File: src/rtl/boundary_tag_allocator_assert.svh
// assertion macros used by the allocator rtl
`ifndef BOUNDARY_TAG_ALLOCATOR_ASSERT_SVH
`define BOUNDARY_TAG_ALLOCATOR_ASSERT_SVH

// same-cycle implication, checked out of reset
`define BTA_ASSERT_NOW(label, clk, rst_n, ante, cons, msg) \
    label: assert property (@(posedge clk) disable iff (!rst_n) (ante) |-> (cons)) \
        else $error(msg);

// next-cycle implication, checked out of reset
`define BTA_ASSERT_NEXT(label, clk, rst_n, ante, cons, msg) \
    label: assert property (@(posedge clk) disable iff (!rst_n) (ante) |=> (cons)) \
        else $error(msg);

`endif

File: src/rtl/bta_ram.sv
// generic single write, single read ram with registered read data
`timescale 1ns / 1ps
`default_nettype none
module bta_ram #(
    parameter int unsigned WIDTH = 8,
    parameter int unsigned DEPTH = 64
) (
    input  wire logic                     aclk,
    input  wire logic                     we,
    input  wire logic [$clog2(DEPTH)-1:0] waddr,
    input  wire logic [WIDTH-1:0]         wdata,
    input  wire logic [$clog2(DEPTH)-1:0] raddr,
    output logic      [WIDTH-1:0]         rdata
);
    logic [WIDTH-1:0] mem [DEPTH];

    always_ff @(posedge aclk) begin
        if (we) begin
            mem[waddr] <= wdata;
        end
        rdata <= mem[raddr];
    end
endmodule
`default_nettype wire

File: config.mk
export PLATFORM = sky130hd
export DESIGN_NAME = bta_ram
export DESIGN_NICKNAME = d
export VERILOG_FILES = /design/src/rtl/boundary_tag_allocator_assert.svh /design/src/rtl/bta_ram.sv
export SDC_FILE = /design/constraint.sdc
export NUM_CORES = 1
export LEC_CHECK = 0
export BUFFER_PORTS_ARGS = -buffer_cell sky130_fd_sc_hd__buf_2
export CAP_MARGIN = 5
export CELL_PAD_IN_SITES_DETAIL_PLACEMENT = 1
export CELL_PAD_IN_SITES_GLOBAL_PLACEMENT = 1
export CORE_MARGIN = 3
export CORE_UTILIZATION = 50
export DETAILED_ROUTE_END_ITERATION = 10
export PLACE_DENSITY = 0.73
export SETUP_SLACK_MARGIN = 0.1
export SLEW_MARGIN = 10
export SYNTH_ARGS = -nofsm -noshare
export SYNTH_HDL_FRONTEND = slang
export SYNTH_SLANG_ARGS = --single-unit
export TNS_END_PERCENT = 1
File: constraint.sdc
create_clock -name aclk -period 1.87 [get_ports aclk]
set_clock_uncertainty 0.05 [all_clocks]
set_input_delay 0 -clock aclk [delete_from_list [all_inputs] [get_ports aclk]]
set_output_delay 0 -clock aclk [all_outputs]
set_load 0.05 [all_outputs]
==> out/metrics.cfg <==
[die]
rows=72
dieArea_sq_um=42800
core_sq_um=39300
die_w_um=207
die_y_um=207
start_util_pct=51.3
ios=30

[yosys]
synth-async-reset-ratio_pct=0
synth_top_area_share_pct=76.2
syn-cell-area_sq_um=20200
yosys-top-cells-count=edfxtp_1 (512), mux4_2 (126), nor2_1 (83)
synth_simple_gate_area_share_pct=3.39
synth_top_family_by_area=multiplexers
synth_enable_flop_cells=512
synth_most_common_cell=edfxtp_1
synth_cells=940
postSynthAreaPerCell_sq_um=21.5
synth-xor-area-share_pct=0
synth_ff_type=edfxtp_1
synth.area.top_cells=edfxtp_1 (76%), mux4_2 (14%), nor2_1 (1.5%)
yosysUniqueCellTypes=40
synth_fp_nets=962
ys_ff_latch=520
synth_seq_area_share_pct=77.0
synth_warnings=0
muxShareOfSynthArea_pct=15.9
synthAdderAreaFrac_pct=0
yosysTopAreaCell=edfxtp_1
synth-compound-area-share_pct=2.07

[critical_path]
critPathLaunchType=flop
arrival_ns=2.37
cp_top_family=multiplexers
r2r_cells=5
slowest_stage=mux4_2
cp_num_buf_inv=0
cp.depth=5
cp_cell_sequence=mux4_2 > mux4_2 > nor2_4 > nor3_2 > o2bb2ai_1
path_common_cell=mux4_2
end_kind=flop
critPathKind=flop to flop
worst-endpoint-required_ns=2.27
critPathMaxFanout=1
cpPeakStageDelay_ns=0.52

[global_routing]
grt_start_max_net_pins=65
grt_pass1_vias=11200
antenna_found_initial=0
grt_pass1_wl_um=76700
grt_overflow=0
track_usage_pct=25.2

[clock_network]
clk_pin_slew_ns=0.06
cts-htree-levels=2
cts-buffers-inserted=53
numClockSinks=520
ctsRootBufferMaster=clkbuf_16
cts_tree=built
clock_latency_ns=0.61
clk_path_buf_depth=3
holdBufCountCts=10

[pwr]
peakVddDrop_mv=0.949
leakage_nw=7.86
powerDensity_nw_per_um2=1050

[detailed_routing]
via_per_inst=6.14
wl_per_cell_um=30.3
vias=10500
wl_um=51700
drtAntennaViolNets=0
first_pass_iters=5
drt_iter0_markers=980
drc=0

[layout]
stdcell_area_sq_um=24000
stdcell_count=1705
final_nets=1166
drive_above_1_share_pct=35.6
diodes=0
area.growth.synth_to_final_pct=18.8
n_fill_cell=3324

[sta]
timing.final.ws_setup_ns=-0.102
hold_slack_ns=-0.143
setup_viol=5
slew_viol_final=0
grt_setup_unrepaired=true
relSlewSlack_pct=51.8
finalCriticalPeriod_ns=1.97
finalHoldViolations=8
period_share_pct=105
fmax_mhz=507
worst_pin_slew_ns=0.723

[placement]
place_area_sq_um=22000
gp_congestion=0.797
placed_cells=1597
dpl.hpwl_um=33200
port_buffers=29

[hold_path]
holdPathStages=3
hold_path_class=input pin to flop

[job]
cap_viol_max_count=0

[run_status]
violations=negative hold slack, negative setup slack
status=complete, but fails checks

## report_power, final
group | switching [W] | internal [W] | leakage, nW
sequential | 0.0000502 | 0.0129 | 4.67
clock | 0.00438 | 0.00621 | 0.849
combinational | 0.000901 | 0.000593 | 2.34
## kinds of logic (layout without fill, tap and decap cells)
logic type,after synthesis,after routing
AO/OA/AOI/OAI,54,54
buffers and inverters,51,298
flip-flops,520,520
multiplexers,162,162
AND/OR/NAND/NOR,153,153
## layer usage
metal,global-route usage (%),part of all wire (%)
met1,34.9,40
met2,41.9,51
met3,4.67,7.1
met4,6.89,2.6
met5,0,0
## registers in the layout, indices dropped and copies added (netlist names)
| register | count |
|---|---|
| rdata | 8 |
| mem | 512 |
## cell usage in the layout (no fill, tap or decap), drive strengths merged, types with 10 or more instances in the layout
master       instances
dlygate4sd3         10
edfxtp             512
nor2                83
clkinv              19
mux4               126
mux2                13
mux2i               23
nor2b               14
nand3               13
nand2               19
buf                189
clkbuf              69
## through the flow
stage	setup TNS (ns)	util (%)	worst slack, ns	total power (W)
after floorplan	0	-	0.128	0.0139
after global placement	-2.24	56.1	-0.541	0.0146
after detailed placement	-2.57	56.1	-0.592	0.0146
after CTS	-0.393	61.0	-0.110	0.0252
after global routing	-0.680	61.0	-0.154	0.0258
final	-0.430	61.0	-0.102	0.0250
## final timing paths
| kind | start | to | slack (ns) |
|---|---|---|---|
| worst min register to register | mem[22][0]$_DFFE_PP_ | rdata[0]$_DFF_P_ | 0.80 |
| worst max-delay path | mem[15][1]$_DFFE_PP_ | rdata[1]$_DFF_P_ | -0.10 |
| worst max register to register | mem[15][1]$_DFFE_PP_ | rdata[1]$_DFF_P_ | -0.10 |
| worst min-delay path | raddr[5] | rdata[6]$_DFF_P_ | -0.14 |
## layout make-up
cell class | count | area, sq um | area share (%)
Clock inverter | 30 | 318 | 1.33
Sequential cell | 520 | 15500 | 64.9
Multi-Input combinational cell | 369 | 4410 | 18.4
Clock buffer | 68 | 1420 | 5.94
Timing Repair Buffer | 200 | 1620 | 6.75
Tap cell | 518 | 648 | 2.71
## worst reg2reg max path, stage by stage, from the launching register on
cell and delay (ns):
edfxtp_1 0.38, mux4_2 0.48, mux4_2 0.52, nor2_4 0.15, nor3_2 0.09, o2bb2ai_1 0.16
## what timing repair did
action,CTS,global route
endpoints found under the hold margin,282,8
buffers inserted,0,0
pin swaps,7,3
resized for setup,21,1
cloned,0,0
endpoints found under the setup margin,8,8
Note: power is estimated with default switching activity, not from simulation.
